[config.mk]
export PLATFORM = sky130hd
export DESIGN_NAME = tfn_div_cell
export DESIGN_NICKNAME = d
export VERILOG_FILES = /design/src/tfn_pkg.sv /design/src/tfn_div_cell.sv
export SDC_FILE = /design/constraint.sdc
export NUM_CORES = 1
export LEC_CHECK = 0
export BUFFER_PORTS_ARGS = -buffer_cell sky130_fd_sc_hd__buf_4
export CORE_ASPECT_RATIO = 0.8
export CORE_MARGIN = 2
export CORE_UTILIZATION = 54
export CTS_BUF_LIST = sky130_fd_sc_hd__clkbuf_8
export CTS_CLUSTER_SIZE = 16
export DETAILED_ROUTE_END_ITERATION = 12
export PLACE_DENSITY = 0.84
export SLEW_MARGIN = 20
export SYNTH_ARGS = -nofsm -noshare
export SYNTH_HDL_FRONTEND = slang
export SYNTH_SLANG_ARGS = --single-unit
export TNS_END_PERCENT = 30
[constraint.sdc]
create_clock -name clk -period 3.8 [get_ports clk]
set_clock_uncertainty 0.15 [all_clocks]
set_input_delay 0.38 -clock clk [delete_from_list [all_inputs] [get_ports clk]]
set_output_delay 0.38 -clock clk [all_outputs]
set_load 0.02 [all_outputs]
[src/tfn_pkg.sv]
`default_nettype none
package tfn_pkg;
  // Fixed geometry of the stock configuration.
  localparam int unsigned COORD_W = 16;
  localparam int unsigned FRAC_W = 14;
  localparam int unsigned NORM_W = FRAC_W + 2;
  localparam int unsigned LEN_W = 2 * COORD_W + 2;

  // Control passed between pipeline cells.
  typedef struct packed {
    logic valid;
    logic degen;
  } cell_ctl_t;
endpackage
`default_nettype wire

[src/tfn_div_cell.sv]
`default_nettype none
// One restoring division step for three magnitudes sharing one divisor.
module tfn_div_cell #(
  parameter int unsigned LW = 34,
  parameter int unsigned NW = 16
) (
  input  wire logic          clk,
  input  wire logic          rst_n,
  input  wire logic          en,
  input  wire tfn_pkg::cell_ctl_t ctl_in,
  input  wire logic [LW-1:0] len_in,
  input  wire logic [2:0]    neg_in,
  input  wire logic [LW:0]   rem_in [3],
  input  wire logic [NW-1:0] quo_in [3],
  output tfn_pkg::cell_ctl_t ctl_out,
  output logic [LW-1:0]      len_out,
  output logic [2:0]         neg_out,
  output logic [LW:0]        rem_out [3],
  output logic [NW-1:0]      quo_out [3]
);
  tfn_pkg::cell_ctl_t ctl_r;
  logic [LW-1:0] len_r;
  logic [2:0] neg_r;
  logic [LW:0] rem_r [3], rem_nxt [3];
  logic [NW-1:0] quo_r [3], quo_nxt [3];
  logic [LW+1:0] sh;

  // shift remainder, subtract divisor when it fits
  always_comb begin
    for (int i = 0; i < 3; i++) begin
      sh = {rem_in[i], 1'b0};
      quo_nxt[i] = {quo_in[i][NW-2:0], 1'b0};
      rem_nxt[i] = sh[LW:0];
      if (sh >= {2'b0, len_in}) begin
        rem_nxt[i] = (LW+1)'(sh - {2'b0, len_in});
        quo_nxt[i][0] = 1'b1;
      end
    end
  end

  always_ff @(posedge clk) begin
    if (!rst_n) begin
      ctl_r <= '0;
    end else if (en) begin
      ctl_r <= ctl_in;
    end
  end

  always_ff @(posedge clk) begin
    if (en) begin
      len_r <= len_in;
      neg_r <= neg_in;
      rem_r <= rem_nxt;
      quo_r <= quo_nxt;
    end
  end

  assign ctl_out = ctl_r;
  assign len_out = len_r;
  assign neg_out = neg_r;
  assign rem_out = rem_r;
  assign quo_out = quo_r;
endmodule
`default_nettype wire

==> results of run 1 <==
-- kinds of logic after synthesis --
group / share of synthesized area [%]
compound gates: 19.4
simple gates: 11.7
flops: 46.4
fa+ha+maj: 10.8
buf+inv: 3.48
xor+xnor: 6.37
mux: 1.78
-- worst max-delay path by stage --
stage	start	to	slack, ns	cells after the start
2_1_floorplan	len_in[0]	rem_out[36]	0.54	11
3_3_place_gp	len_in[0]	rem_out[76]	0.11	12
3_5_place_dp	len_in[0]	rem_out[76]	0.05	12
4_1_cts	len_in[1]	rem_out[76]	0.09	13
5_1_grt	len_in[1]	rem_out[80]	-0.003	13
6_report	len_in[29]	rem_out[80]	0.13	13
-- per-layer routing --
| metal | part of all wire (%) | vias to the layer above | wire (um) |
|---|---|---|---|
| li1 | - | 5395 | - |
| met4 | 3.3 | 0 | 1310 |
| met1 | 40 | 5450 | 16100 |
| met2 | 48 | 606 | 19200 |
| met5 | 0 | - | 0 |
| met3 | 8.1 | 85 | 3200 |
-- state kept, by name, summed over array words and instances, names as in the netlist --
register,flops
neg_out,3
quo_out,48
rem_out,105
ctl_out,2
len_out,34
-- worst reg2reg max path: cells and delay by family, from the launching register on --
family,cells,cell delay [ns]
buffers and inverters,1,0.55
flip-flops,1,0.33
multiplexers,1,0.14
AND/OR/NAND/NOR,1,0.07
-- area by class of cell --
type / instances / area, um^2 / share of cell area [%]
Multi-Input combinational cell: 910 / 6230 / 36.6
Sequential cell: 192 / 5750 / 33.8
Timing Repair Buffer: 493 / 3970 / 23.3
Tap cell: 306 / 383 / 2.25
Inverter: 62 / 238 / 1.40
Clock buffer: 17 / 234 / 1.38
Clock inverter: 15 / 201 / 1.18
Antenna cell: 3 / 7.51 / 0.0442
-- synthesized netlist by cell type, drive strengths merged (12+ instances only) --
master / number / area share (%)
o21a: 14 / 0.85
nor2b: 12 / 0.61
nor2: 95 / 2.9
nor3: 17 / 0.69
o21bai: 20 / 1.2
inv: 62 / 1.9
ha: 102 / 10
buf: 18 / 1.1
o21ai: 95 / 4.0
clkbuf: 16 / 0.51
a21oi: 132 / 5.5
nand3: 36 / 1.5
a21o: 38 / 2.3
mux2: 13 / 1.5
nand4: 12 / 0.61
xnor2: 57 / 4.0
edfxtp: 190 / 46
xor2: 33 / 2.3
nand2: 115 / 3.5
-- placed cells by master, fill, tap and decap left out, types with 9 or more instances in the layout --
cell | synthesis | final
o21ai_1 | 12 | 12
o21ai_0 | 78 | 78
dlygate4sd3_1 | 0 | 88
a21oi_1 | 128 | 128
nor3_1 | 17 | 17
clkbuf_8 | 0 | 18
o21bai_1 | 19 | 19
nand3_1 | 36 | 36
nand4_1 | 12 | 12
nor2_1 | 95 | 95
a21o_1 | 38 | 38
o21a_1 | 14 | 14
buf_4 | 3 | 401
ha_1 | 102 | 102
edfxtp_1 | 190 | 190
xor2_1 | 33 | 33
mux2_4 | 9 | 9
nand2_1 | 114 | 114
xnor2_1 | 57 | 57
inv_1 | 61 | 61
nor2b_1 | 12 | 12
-- power by group through the flow --
stage | Combinational [mW] | Sequential (mW) | Clock [mW]
floorplan | 0.991 | 3.13 | 0
global placement | 2.18 | 2.79 | 0
detailed placement | 2.22 | 2.80 | 0
CTS | 2.31 | 2.75 | 1.48
global route | 2.51 | 2.78 | 1.55
finish | 2.36 | 2.76 | 1.45
-- timing repair --
item	in CTS	in global routing
hold buffers	88	0
gates resized for setup	0	5
setup endpoints to repair	0	30
hold endpoints to repair	87	0
==> flow_summary.toml, run 1 <==
[power]
power_frac_comb_pct = 35.9
vdd_drop_max_v = 0.000261
p_leak_nw = 7.36
switching_power_mw = 2.34
p_seq_share_pct = 42.0
internal-power_mw = 4.22
p_clk_share_pct = 22.1
finalPower_mw = 6.57
power_density_mw_per_mm2 = 386
netSwitchingFraction_pct = 35.7

[drt]
ant_nets = 0
detailedRoute.firstPassIterationCount = 6
routed_wl_mm = 39.7
vias = 11536
vias_per_cell = 5.77
drc = 0
wl_per_cell_um = 19.9
first_iter_violations = 1117

[clock_network]
root_buffer = "clkbuf_8"
cts_htree_levels = 4
post_cts_buffers = 0
cts.path.max_buffers = 2
tritoncts = "yes"
clock_sinks = 192
clk_latency_ns = 0.48
cts-buffers-inserted = 17
path_clk_slew_ns = 0.13

[worst_setup_path]
path_common_cell = "a21o_1"
crit-reg2reg-launch = "ctl_out[0]"
r2r_slack_ns = 2.48
endpoint_kind = "register"
path_buf_inv = 4
r2r_cells = 3
r2r-end = "ctl_out[0]"
critPathTopFamily = "buffers and inverters"
critical_path_class = "primary input to register"
worstPathRequired_ns = 3.90
crit_slowest_cell = "dlygate4sd3_1"
start_kind = "primary input"
cp.arrival_ns = 3.76
cp_cell_sequence = "dlygate4sd3_1 -> buf_4 -> inv_1 -> ha_1 -> a21o_1 -> a21o_1 -> a21o_1 -> a21oi_1 -> nor2_1 -> or4_1 -> a21oi_2 -> inv_6 -> mux2_4"
max_stage_delay_ns = 0.55
path_max_fanout = 47

[floorplanning]
fp.dieArea_mm2 = 0.0242
rows = 49
num_io_pins = 387
start_util_pct = 55.0
core-area_mm2 = 0.0225
dieHeight_um = 139
dieWidth_um = 173

[grt]
grt_pass1_vias = 11097
grt_pass1_wl_mm = 59.9
overflow = 0
antenna_found_initial = 4
groute.usage.overall_pct = 31.9
grt_most_used_layer = "met2"
grt_start_max_net_pins = 71
gr-usage-met1_pct = 40.7
grtUsageMet3_pct = 6.58
globalRouteMet2Util_pct = 53.6

[place]
post-place-cells = 1875
io_buffers = 383
place_ws_ns = 0.0517
place_area_mm2 = 0.0157
gp_congestion = 0.947
dp_hpwl_mm = 29.0

[yosys]
syn_inst = 1198
ys.flop_type = "edfxtp_1"
ys_seq_elements = 192
yosysSeqAreaShare_pct = 46.4
synth_edf_count = 190
synth.cell_area_mm2 = 0.0124
ys_types = 76
synthArstFlopShare_pct = 0
yosysWarnings = 0
synth_fp_nets = 1498
synth.avg_cell_area_um2 = 10.3

[timing]
period_needed_ns = 3.67
finalCritPeriodShare_pct = 96.5
relSlewSlack_pct = 48.6
hold_slack_ns = 0.0273
setup_slack_ns = 0.133
tightestPinTransition_ns = 0.762
setup_viol = 0
report.final.slew_viol_count = 0
final.setup.tns_ns = 0
hold_viol = 0
fmax_mhz = 273

[outcome]
status = "finished, final reports clean"

[layout]
stdcell_count = 1998
layout-drive-gt1-share_pct = 28.8
post-route-cell-area_mm2 = 0.0170
syn2layout_area_growth_pct = 37.4
fill_cells = 1523
final_net_count = 1976
final_util_pct = 75.6

[worst_hold_path]
hold_start = "rem_in[37]"
hold_path.class = "primary input to register"
whs_path_depth = 3
whs_endpoint = "rem_out[38]"

[flow_run]
maxCapViolCount = 0
No activity file was read; power rests on OpenSTA's default activity.
==> run 2, diff against run 1 <==
- CAP_MARGIN: not set -> 10
- REMOVE_ABC_BUFFERS: not set -> 1
==> flow_summary.toml, run 2 (same netlist as run 1, synthesis figures left out) <==
[grt]
groute.usage.overall_pct = 32.1
grt_pass1_wl_mm = 60.0
grt_pass1_vias = 10942
grt_start_max_net_pins = 70
overflow = 0
antenna_found_initial = 2

[timing]
fmax_mhz = 269
rsz0062_at_grt = "yes"
report.final.slew_viol_count = 0
final.setup.tns_ns = 0
setup_slack_ns = 0.0825
tightestPinTransition_ns = 0.617
period_needed_ns = 3.72
setup_viol = 0
hold_viol = 0
finalCritPeriodShare_pct = 97.8
relSlewSlack_pct = 58.8
hold_slack_ns = 0.0287

[place]
io_buffers = 383
dp_hpwl_mm = 29.7
post-place-cells = 1878
gp_congestion = 0.929
place_ws_ns = 0.0523
place_area_mm2 = 0.0157

[layout]
fill_cells = 1503
final_common_cell = "buf_4"
multi_input_area_mm2 = 0.00627
layout-drive-gt1-share_pct = 29.6
post-route-cell-area_mm2 = 0.0172
seq_area_mm2 = 0.00575
largest_reg_flops = 105
syn2layout_area_growth_pct = 38.6
final_util_pct = 76.2
stdcell_count = 2010
final_net_count = 1989
layout_common_cells = "buf_4, edfxtp_1, a21oi_1, nand2_1, ha_1"

[clock_network]
path_clk_slew_ns = 0.11
clock_sinks = 192
cts_htree_levels = 4
clk_latency_ns = 0.49
root_buffer = "clkbuf_8"
cts.path.max_buffers = 2
cts-buffers-inserted = 17
tritoncts = "yes"

[floorplanning]
rows = 49
dieWidth_um = 173
start_util_pct = 55.0
fp.dieArea_mm2 = 0.0242
dieHeight_um = 139
num_io_pins = 387
core-area_mm2 = 0.0225

[drt]
vias_per_cell = 5.72
ant_nets = 0
wl_per_cell_um = 20.0
routed_wl_mm = 40.2
first_iter_violations = 755
drc = 0
vias = 11490
detailedRoute.firstPassIterationCount = 6

[worst_setup_path]
critical_path_class = "primary input to register"
path_max_fanout = 28
worstPathRequired_ns = 3.89
endpoint_kind = "register"
start_kind = "primary input"
cp.arrival_ns = 3.81

[flow_run]
maxCapViolCount = 0

[worst_hold_path]
hold_path.class = "primary input to register"

[power]
power_density_mw_per_mm2 = 382
p_leak_nw = 7.43
finalPower_mw = 6.55
vdd_drop_max_v = 0.000230

[outcome]
status = "finished, final reports clean"
-- run 2: cell types whose count changed in the layout (fill, tap and decap cells not counted), sizes merged --
cell,previous run,this run
diode,3,2
buf,404,417
clkinv,8,9
clkinvlp,0,1
dlygate4sd3,88,87
inv,69,67
bufinv,0,1
-- run 2: metal layers --
metal | track usage [%] | vias to the layer above | part of all wire, %
li1 | - | 5413 | -
met1 | 40.9 | 5361 | 41
met2 | 54.1 | 616 | 48
met3 | 6.26 | 100 | 7.4
met4 | 13.0 | 0 | 4.1
met5 | 0 | - | 0
-- run 2: worst paths after layout --
kind | end | slack (ns) | depth (start not counted) | from
min | rem_out[68] | 0.03 | 3 | rem_in[67]
max | rem_out[19] | 0.08 | 14 | len_in[1]
max reg2reg | ctl_out[1] | 2.45 | 3 | ctl_out[1]
min reg2reg | ctl_out[0] | 0.43 | 2 | ctl_out[0]
-- run 2: cell type report --
class,count,area share (%)
antenna,2,0.0292
sequential,192,33.5
clock inverter,15,1.09
inverter,62,1.46
tap,306,2.23
timing repair inverter,1,0.0292
clock buffer,17,1.36
multi-input combinational,910,36.6
timing repair buffer,505,23.7
-- run 2: worst max-delay path, stage by stage --
cell           delay (ns)
dlygate4sd3_1        0.55
buf_4                0.14
clkinvlp_4           0.16
buf_4                0.18
ha_1                 0.29
ha_1                 0.15
nand4_1              0.13
or4_1                0.49
nor3_1               0.14
o21a_1               0.16
a211oi_2             0.05
o21ai_4              0.39
buf_16               0.24
mux2_2               0.35
-- run 2: power by group --
group	switching [mW]	leakage (nW)	internal, mW
combinational	1.34	5.34	1.05
clock	0.895	0.208	0.511
sequential	0.0829	1.88	2.67
-- run 2: repair_timing --
action                                 CTS  global route
gates resized for setup                  0            16
hold buffers                            87             0
buffers inserted                         0             9
setup endpoints to repair                0            41
endpoints found under the hold margin   86             0
