===== src/tfn_pkg.sv =====
`default_nettype none
package tfn_pkg;
  // Fixed geometry of the stock configuration.
  localparam int unsigned COORD_W = 16;
  localparam int unsigned FRAC_W = 14;
  localparam int unsigned NORM_W = FRAC_W + 2;
  localparam int unsigned LEN_W = 2 * COORD_W + 2;

  // Control passed between pipeline cells.
  typedef struct packed {
    logic valid;
    logic degen;
  } cell_ctl_t;
endpackage
`default_nettype wire


===== src/tfn_sqrt_cell.sv =====
`default_nettype none
// One restoring square-root step: decides one root bit per cell.
module tfn_sqrt_cell #(
  parameter int unsigned SW = 68,
  parameter int unsigned RW = 34,
  parameter int unsigned BIT = 0,
  parameter int unsigned PW = 50
) (
  input  wire logic          clk,
  input  wire logic          rst_n,
  input  wire logic          en,
  input  wire tfn_pkg::cell_ctl_t ctl_in,
  input  wire logic [SW-1:0] rem_in,
  input  wire logic [RW-1:0] root_in,
  input  wire logic [PW-1:0] pay_in,
  output tfn_pkg::cell_ctl_t ctl_out,
  output logic [SW-1:0]      rem_out,
  output logic [RW-1:0]      root_out,
  output logic [PW-1:0]      pay_out
);
  tfn_pkg::cell_ctl_t ctl_r;
  logic [SW-1:0] rem_r, rem_nxt;
  logic [RW-1:0] root_r, root_nxt;
  logic [PW-1:0] pay_r;
  logic [SW+1:0] trial;

  // trial = (2*root + 2^bit) * 2^bit, compare with remainder
  always_comb begin
    trial = ({2'b0, {{(SW-RW){1'b0}}, root_in}} << (BIT + 1))
          + ({{(SW+1){1'b0}}, 1'b1} << (2 * BIT));
    rem_nxt = rem_in;
    root_nxt = root_in;
    if (trial <= {2'b0, rem_in}) begin
      rem_nxt = rem_in - trial[SW-1:0];
      root_nxt = root_in | (RW'(1) << BIT);
    end
  end

  always_ff @(posedge clk) begin
    if (!rst_n) begin
      ctl_r <= '0;
    end else if (en) begin
      ctl_r <= ctl_in;
    end
  end

  always_ff @(posedge clk) begin
    if (en) begin
      rem_r <= rem_nxt;
      root_r <= root_nxt;
      pay_r <= pay_in;
    end
  end

  assign ctl_out = ctl_r;
  assign rem_out = rem_r;
  assign root_out = root_r;
  assign pay_out = pay_r;
endmodule
`default_nettype wire


===== config.mk =====
export PLATFORM = sky130hd
export DESIGN_NAME = tfn_sqrt_cell
export DESIGN_NICKNAME = d
export VERILOG_FILES = /design/src/tfn_pkg.sv /design/src/tfn_sqrt_cell.sv
export SDC_FILE = /design/constraint.sdc
export NUM_CORES = 1
export LEC_CHECK = 0
export ABC_AREA = 1
export BUFFER_PORTS_ARGS = -buffer_cell sky130_fd_sc_hd__buf_2
export CELL_PAD_IN_SITES_DETAIL_PLACEMENT = 2
export CELL_PAD_IN_SITES_GLOBAL_PLACEMENT = 2
export CORE_MARGIN = 10
export CORE_UTILIZATION = 29
export CTS_CLUSTER_DIAMETER = 80
export DETAILED_ROUTE_END_ITERATION = 10
export GPL_ROUTABILITY_DRIVEN = 0
export PLACE_DENSITY = 0.93
export SLEW_MARGIN = 20
export SYNTH_ARGS = -nofsm -noshare
export SYNTH_HDL_FRONTEND = slang
export SYNTH_SLANG_ARGS = --single-unit
export TNS_END_PERCENT = 100

===== constraint.sdc =====
create_clock -name clk -period 2.4 [get_ports clk]
set_input_delay 0.36 -clock clk [delete_from_list [all_inputs] [get_ports clk]]
set_output_delay 0.36 -clock clk [all_outputs]
set_load 0.02 [all_outputs]

==> results_dict.tcl, run 1 <==
set metrics [dict create \
    reg2reg_from "ctl_out[1]" \
    cpPeakStageDelay_ns 0.29 \
    synth_enable_flop_cells 152 \
    fmax_mhz 434 \
    initial_core_util_pct 29.3 \
    cts-root-buf "clkbuf_16" \
    port_buffers 310 \
    ant_nets 0 \
    finalHoldViolations 0 \
    wl_per_cell_um 22.1 \
    post-route-period-util_pct 96.0 \
    worst_slew_pin_slew_ns 0.458 \
    synth_ff_type "edfxtp_1" \
    synth.area.top_cells "edfxtp_1 (46%), nand2_1 (17%), inv_1 (8.7%)" \
    design.core.area_mm2 0.0335 \
    antenna_found_initial 8 \
    ff_latch_area_mm2 0.00460 \
    r2r_slack_ns 1.74 \
    synth_nets 1465 \
    whs_ns 0.0743 \
    clkLatencyLatePin_ns 0.45 \
    grt_first_pass_wirelength_mm 72.7 \
    critical_path_arrival_ns 2.51 \
    nets 1907 \
    area_delta_synth_final_pct 37.5 \
    hold_depth 1 \
    grt_max_degree 50 \
    first_iter_violations 524 \
    grt_usage_pct 22.7 \
    dpl_cell_area_mm2 0.0129 \
    final_layout_size_suffix_gt1_share_pct 30.6 \
    synth_cell_types 38 \
    syn_avg_cell_area_um2 7.74 \
    grt_pass1_vias 11900 \
    synth_top_area_share_pct 46.4 \
    maxCapViolations 0 \
    drc 0 \
    drt-vias-per-instance 4.86 \
    status "finished, final reports clean" \
    p_leak_nw 6.60 \
    hp-class "primary input to flop" \
    worst-r2r-cell-count 2 \
    cts_tree "yes" \
    clk_path_buf_depth 2 \
    critPathRequiredTime_ns 2.61 \
    setup_viol 0 \
    firstDrtPassIters 5 \
    synth.yosys.seq_area_share_pct 46.8 \
    fin_crit_ns 2.30 \
    final_common_cell "nand2_1" \
    vdd_drop_max_mv 0.442 \
    dieArea_mm2 0.0417 \
    pin_count 311 \
    dr_total_vias 10600 \
    netlist_area_mm2 0.00984 \
    multi_input_area_mm2 0.00429 \
    ys_warn_count 0 \
    final-max-slew-violation-count 0 \
    fill_cells 3959 \
    h-tree-depth 4 \
    floorplan.rows 67 \
    worstSetupEndpointType "flop" \
    clkSlewWorstSetupHoldPaths_ns 0.07 \
    worstSetupPathDepth 16 \
    finClkSkew_ns 0 \
    worst_setup_path_start_kind "primary input" \
    fp.dieH_um 204 \
    cellPowerDensity_mw_per_mm2 618 \
    numCtsBuffers 17 \
    grt_overflow_total 0 \
    wl_mm 48.3 \
    netlist_instances 1272 \
    cpMaxStageDelayCell "ha_1" \
    die_x_um 204 \
    cp_cell_sequence "buf_2 -> inv_1 -> ha_1 -> buf_4 -> nand2_1 -> inv_1 -> nand2_1 -> nand2_1 -> inv_1 -> nand3_1 -> nand2_1 -> nand3_1 -> nand2_1 -> nand2_1 -> nand2_1 -> a21oi_2" \
    crit_fanout 4 \
    path_buf_inv 5 \
    slew_headroom_pct 69.4 \
    hp-start "pay_in[35]" \
    synth.largest_area_cell "edfxtp_1" \
    setup.worst_path.class "primary input to flop" \
    ys_ff_latch 154 \
    async_reset_ff_share_pct 0 \
    cpLargestDelayFamily "simple AND/OR/NAND/NOR gates" \
    cts.sinks 154 \
    cp_common_cell "nand2_1" \
    layout_common_cells "nand2_1 (442), buf_2 (309), inv_1 (227), edfxtp_1 (152), nor2_1 (131)" \
    fin_area_mm2 0.0135 \
    min_to "pay_out[35]" \
    reg2reg_to "ctl_out[1]" \
    dp_hpwl_mm 40.2 \
]
sequential cells by signal, summed over array words and instances (netlist names):
| signal | flops |
|---|---|
| pay_out | 50 |
| root_out | 34 |
| ctl_out | 2 |
| rem_out | 68 |
timing repair:
item	in CTS	in global routing
gates resized for setup	0	9
hold buffers	0	0
setup endpoints to repair	0	20
buffers inserted	0	0
worst max path at each step:
stage	startpoint	to	slack [ns]
6_report	root_in[7]	rem_out[57]	0.1
5_1_grt	root_in[4]	rem_out[59]	-0.01
4_1_cts	root_in[30]	rem_out[13]	0.04
3_5_place_dp	root_in[30]	rem_out[13]	-0.46
3_3_place_gp	rem_in[2]	rem_out[67]	-0.23
2_1_floorplan	root_in[32]	root_out[0]	0.23
Yosys cell counts, types with 4 or more instances:
| library cell | count |
|---|---|
| a21oi_1 | 28 |
| a21oi_2 | 23 |
| buf_2 | 6 |
| edfxtp_1 | 152 |
| ha_1 | 35 |
| inv_1 | 227 |
| inv_2 | 8 |
| nand2_1 | 444 |
| nand3_1 | 57 |
| nand4_1 | 19 |
| nor2_1 | 132 |
| nor2_2 | 8 |
| nor3_1 | 23 |
| o21ai_0 | 37 |
| o21ai_2 | 4 |
| o21bai_1 | 5 |
| xnor2_1 | 27 |
| xor2_1 | 4 |
kinds of logic (layout without fill, tap and decap cells):
family	after synthesis	after routing	share of synthesized area [%]
compound gates	100	100	6.29
fa+ha+maj	36	36	4.65
xor+xnor	31	31	2.76
flops	154	154	46.8
buf+inv	246	701	9.88
simple gates	705	705	29.6
other cells	0	6	0
per-stage QoR:
stage	worst slack, ns	TNS, ns	cells	util (%)	total power [mW]
3_3_place_gp	-0.226	-7.24	2143	38.5	5.52
5_1_grt	-0.0131	-0.0131	2180	40.3	8.74
4_1_cts	0.0352	0	2175	40.2	8.44
3_5_place_dp	-0.456	-21.75	2143	38.5	5.67
2_1_floorplan	0.234	0	1272	-	4.48
6_report	0.0961	0	2181	40.4	8.36
final cells by class:
type,count,share of cell area [%]
sequential,154,34.0
multi-input combinational,872,31.7
timing repair buffer,433,19.3
inverter,236,6.56
tap,448,4.14
clock buffer,20,3.37
clock inverter,12,0.832
antenna,6,0.111
power breakdown:
group / internal, mW / total (mW) / switching (mW)
registers: 3.27 / 3.35 / 0.0779
clock network: 1.49 / 2.73 / 1.24
logic: 0.809 / 2.28 / 1.48
total: 5.57 / 8.36 / 2.79
routing by layer:
metal / vias up / global-route usage, % / part of all wire (%) / wire [µm]
met5: - / 0 / 0.027 / 13
met4: 2 / 8.41 / 3.0 / 1440
met3: 78 / 5.06 / 5.7 / 2740
met2: 311 / 39.6 / 50 / 23900
met1: 5278 / 26.7 / 42 / 20200
li1: 4924 / - / - / -
Power figures use the tool's default switching activity.
==> run 2: changes to the inputs <==
--- a/config.mk
+++ b/config.mk
@@ -5,16 +5,17 @@
 export SDC_FILE = /design/constraint.sdc
 export NUM_CORES = 1
 export LEC_CHECK = 0
-export ABC_AREA = 1
+export ABC_AREA = 0
 export BUFFER_PORTS_ARGS = -buffer_cell sky130_fd_sc_hd__buf_2
+export CAP_MARGIN = 40
 export CELL_PAD_IN_SITES_DETAIL_PLACEMENT = 2
 export CELL_PAD_IN_SITES_GLOBAL_PLACEMENT = 2
 export CORE_MARGIN = 10
-export CORE_UTILIZATION = 29
+export CORE_UTILIZATION = 30
 export CTS_CLUSTER_DIAMETER = 80
 export DETAILED_ROUTE_END_ITERATION = 10
 export GPL_ROUTABILITY_DRIVEN = 0
-export PLACE_DENSITY = 0.93
+export PLACE_DENSITY = 0.91
 export SLEW_MARGIN = 20
 export SYNTH_ARGS = -nofsm -noshare
 export SYNTH_HDL_FRONTEND = slang
==> run 2 against run 1 <==
Compared with the run above:
- final area fell by 0.28%
- critical path depth unchanged
- wire length is 8.2% higher
- clock power increased by 5%
- combinational power up 8.8%
- the flow now finishes with violations (setup timing)
- flip-flop and latch count unchanged
- largest cell class unchanged
- sequential power is 1% higher
- non-clock buffer count is 112 higher
- power rose by 4.5%
- via count shrank 16%
- synthesized area is 17% lower
==> results_dict.tcl, run 2 <==
set metrics [dict create \
    p_switching_mw 3.11 \
    final-max-slew-violation-count 0 \
    hold_buffers 0 \
    antenna_found_initial 5 \
    synth_cell_types 61 \
    post-route-period-util_pct 138 \
    ant_nets 0 \
    rsz0062_at_grt "yes" \
    pin_count 311 \
    synth_top_area_share_pct 56.1 \
    cpLargestDelayFamily "simple AND/OR/NAND/NOR gates" \
    layout_common_cells "buf_2 (306), buf_4 (206), edfxtp_1 (152), nand2_1 (48)" \
    cts.sinks 154 \
    maxCapViolations 0 \
    grt_first_pass_wirelength_mm 68.1 \
    netlist_area_mm2 0.00814 \
    wl_mm 52.3 \
    netlist_instances 715 \
    hp-class "primary input to flop" \
    fill_cells 2701 \
    synth_enable_flop_cells 152 \
    port_buffers 310 \
    worst_setup_path_start_kind "primary input" \
    clk_path_buf_depth 2 \
    synth.yosys.seq_area_share_pct 56.6 \
    numCtsBuffers 17 \
    synth_nets 908 \
    critPathRequiredTime_ns 2.61 \
    crit_fanout 7 \
    nets 1445 \
    syn_avg_cell_area_um2 11.4 \
    p_total_mw 8.74 \
    first_iter_violations 712 \
    cpPeakStageDelay_ns 0.54 \
    hp-start "pay_in[13]" \
    path_buf_inv 7 \
    firstDrtPassIters 5 \
    critical_path_arrival_ns 3.53 \
    setup.worst_path.class "primary input to flop" \
    setup_viol 69 \
    worst_slew_pin_slew_ns 0.826 \
    cts_tree "yes" \
    grt_max_degree 55 \
    worstSetupEndpointType "flop" \
    grt_pass1_vias 9998 \
    wl_per_cell_um 32.5 \
    reg2reg_from "ctl_out[0]" \
    h-tree-depth 4 \
    finClkSkew_ns 0 \
    drc 0 \
    fmax_mhz 301 \
    status "finished with violations" \
    async_reset_ff_share_pct 0 \
    vdd_drop_max_mv 0.540 \
    dr_total_vias 8950 \
    grt_overflow_total 0 \
    fin_crit_ns 3.32 \
    area_delta_synth_final_pct 65.8 \
    slew_headroom_pct 44.6 \
    dp_hpwl_mm 33.4 \
    setup_ws_ns -0.924 \
    cp_common_cell "buf_12" \
    die_x_um 185 \
    finalHoldViolations 0 \
    grt_usage_pct 27.1 \
    initial_core_util_pct 30.4 \
    clkSlewWorstSetupHoldPaths_ns 0.08 \
    synth.largest_area_cell "edfxtp_1" \
    startpoint "root_in[11]" \
    synth_most_common_cell "edfxtp_1" \
    fp.dieH_um 185 \
    cts-root-buf "clkbuf_16" \
    p_comb_share_pct 28.4 \
    cpMaxStageDelayCell "nor3_1" \
    setup-tns-final_ns -49.55 \
    final_layout_size_suffix_gt1_share_pct 55.5 \
    netSwitchingFraction_pct 35.5 \
    power.share.clock_pct 32.9 \
    floorplan.rows 60 \
    p_seq_share_pct 38.8 \
    synth_ff_type "edfxtp_1" \
    violations "setup timing" \
    ys_ff_latch 154 \
    drt-vias-per-instance 5.56 \
    clkLatencyLatePin_ns 0.47 \
    place_ws_ns -1.53 \
    ys_warn_count 0 \
    cp_cell_sequence "buf_2 -> inv_1 -> ha_1 -> buf_4 -> nand2_1 -> nor3_1 -> nand3_1 -> nor3_1 -> buf_4 -> or4_4 -> buf_12 -> o21ai_4 -> buf_12 -> buf_12 -> nor4b_2 -> xor2_1" \
    cellPowerDensity_mw_per_mm2 648 \
    final_common_cell "buf_2" \
    synth_common_cells "edfxtp_1 (152), nand2_1 (59), nor2_1 (57)" \
    p_leak_nw 5.97 \
    largest_reg_flops 68 \
    intPower_mw 5.63 \
    dieArea_mm2 0.0341 \
    synth.area.top_cells "edfxtp_1 (56%), ha_1 (5.4%), xor2_1 (4.6%)" \
    design.core.area_mm2 0.0268 \
]
## run 2: cell count changes in the layout (fill, tap and decap cells not counted), sizes merged, moves of 8 or more
| cell | previous run | this run |
|---|---|---|
| nor4 | 2 | 21 |
| nor2 | 141 | 58 |
| nand3 | 60 | 10 |
| inv | 239 | 48 |
| a21o | 0 | 20 |
| nand2 | 448 | 59 |
| o21ai | 42 | 30 |
| or3 | 0 | 14 |
| buf | 433 | 542 |
| xnor2 | 27 | 18 |
| xor2 | 4 | 43 |
| nand4 | 19 | 11 |
## run 2: cell families (layout without fill, tap and decap cells)
family                   after synthesis  after routing  share of synthesized area (%)
AND/OR/NAND/NOR                      229            229                           14.4
buffers and inverters                 70            620                           3.64
adder cells (fa/ha/maj)               36             36                           5.63
other                                  0              4                              0
flip-flops                           154            154                           56.6
XOR/XNOR                              61             61                           6.56
multiplexers                           3              3                          0.369
AO/OA/AOI/OAI                        162            162                           12.8
## run 2: per-layer routing
metal	vias up	wire length, µm	global-route usage (%)
met1	4587	18600	26.9
li1	3736	-	-
met4	2	3240	14.7
met2	453	27500	50.8
met5	-	11	0
met3	172	2930	6.28
## run 2: path summary, 6_finish.rpt
check                end  slack, ns  cells after the start
max          rem_out[53]      -0.92                     16
min          pay_out[13]       0.06                      1
max reg2reg   ctl_out[0]       1.71                      2
min reg2reg   ctl_out[1]       0.56                      2
## run 2: what timing repair did
item | CTS | global route
cloned | 3 | 2
pin swaps | 28 | 33
resized for setup | 115 | 81
setup buffers | 22 | 10
endpoints found under the setup margin | 69 | 69
## run 2: final cells by class
| type | count | area (µm²) | area share [%] |
|---|---|---|---|
| clock inverter | 15 | 180 | 1.34 |
| multi-input combinational | 491 | 4060 | 30.1 |
| inverter | 43 | 161 | 1.20 |
| antenna | 4 | 10.0 | 0.0742 |
| sequential | 154 | 4600 | 34.1 |
| tap | 341 | 427 | 3.16 |
| timing repair buffer | 545 | 3620 | 26.9 |
| clock buffer | 17 | 425 | 3.15 |
## run 2: through the flow
stage	util, %	hold WS, ns	std cells	area (µm²)
6_report	50.4	0.0607	1610	13500
5_1_grt	50.4	0.0542	1610	13500
4_1_cts	48.5	0.0735	1599	13000
3_5_place_dp	43.6	0.539	1543	11700
3_3_place_gp	43.6	0.495	1543	11700
2_1_floorplan	-	0.459	715	8250
## run 2: power by group through the flow
stage / Clock, mW / Sequential [mW] / Combinational [mW]
2_1_floorplan: 0 / 3.75 / 0.605
5_1_grt: 2.99 / 3.41 / 2.59
3_5_place_dp: 0 / 3.44 / 2.12
6_report: 2.87 / 3.39 / 2.48
3_3_place_gp: 0 / 3.39 / 1.97
4_1_cts: 2.84 / 3.38 / 2.26
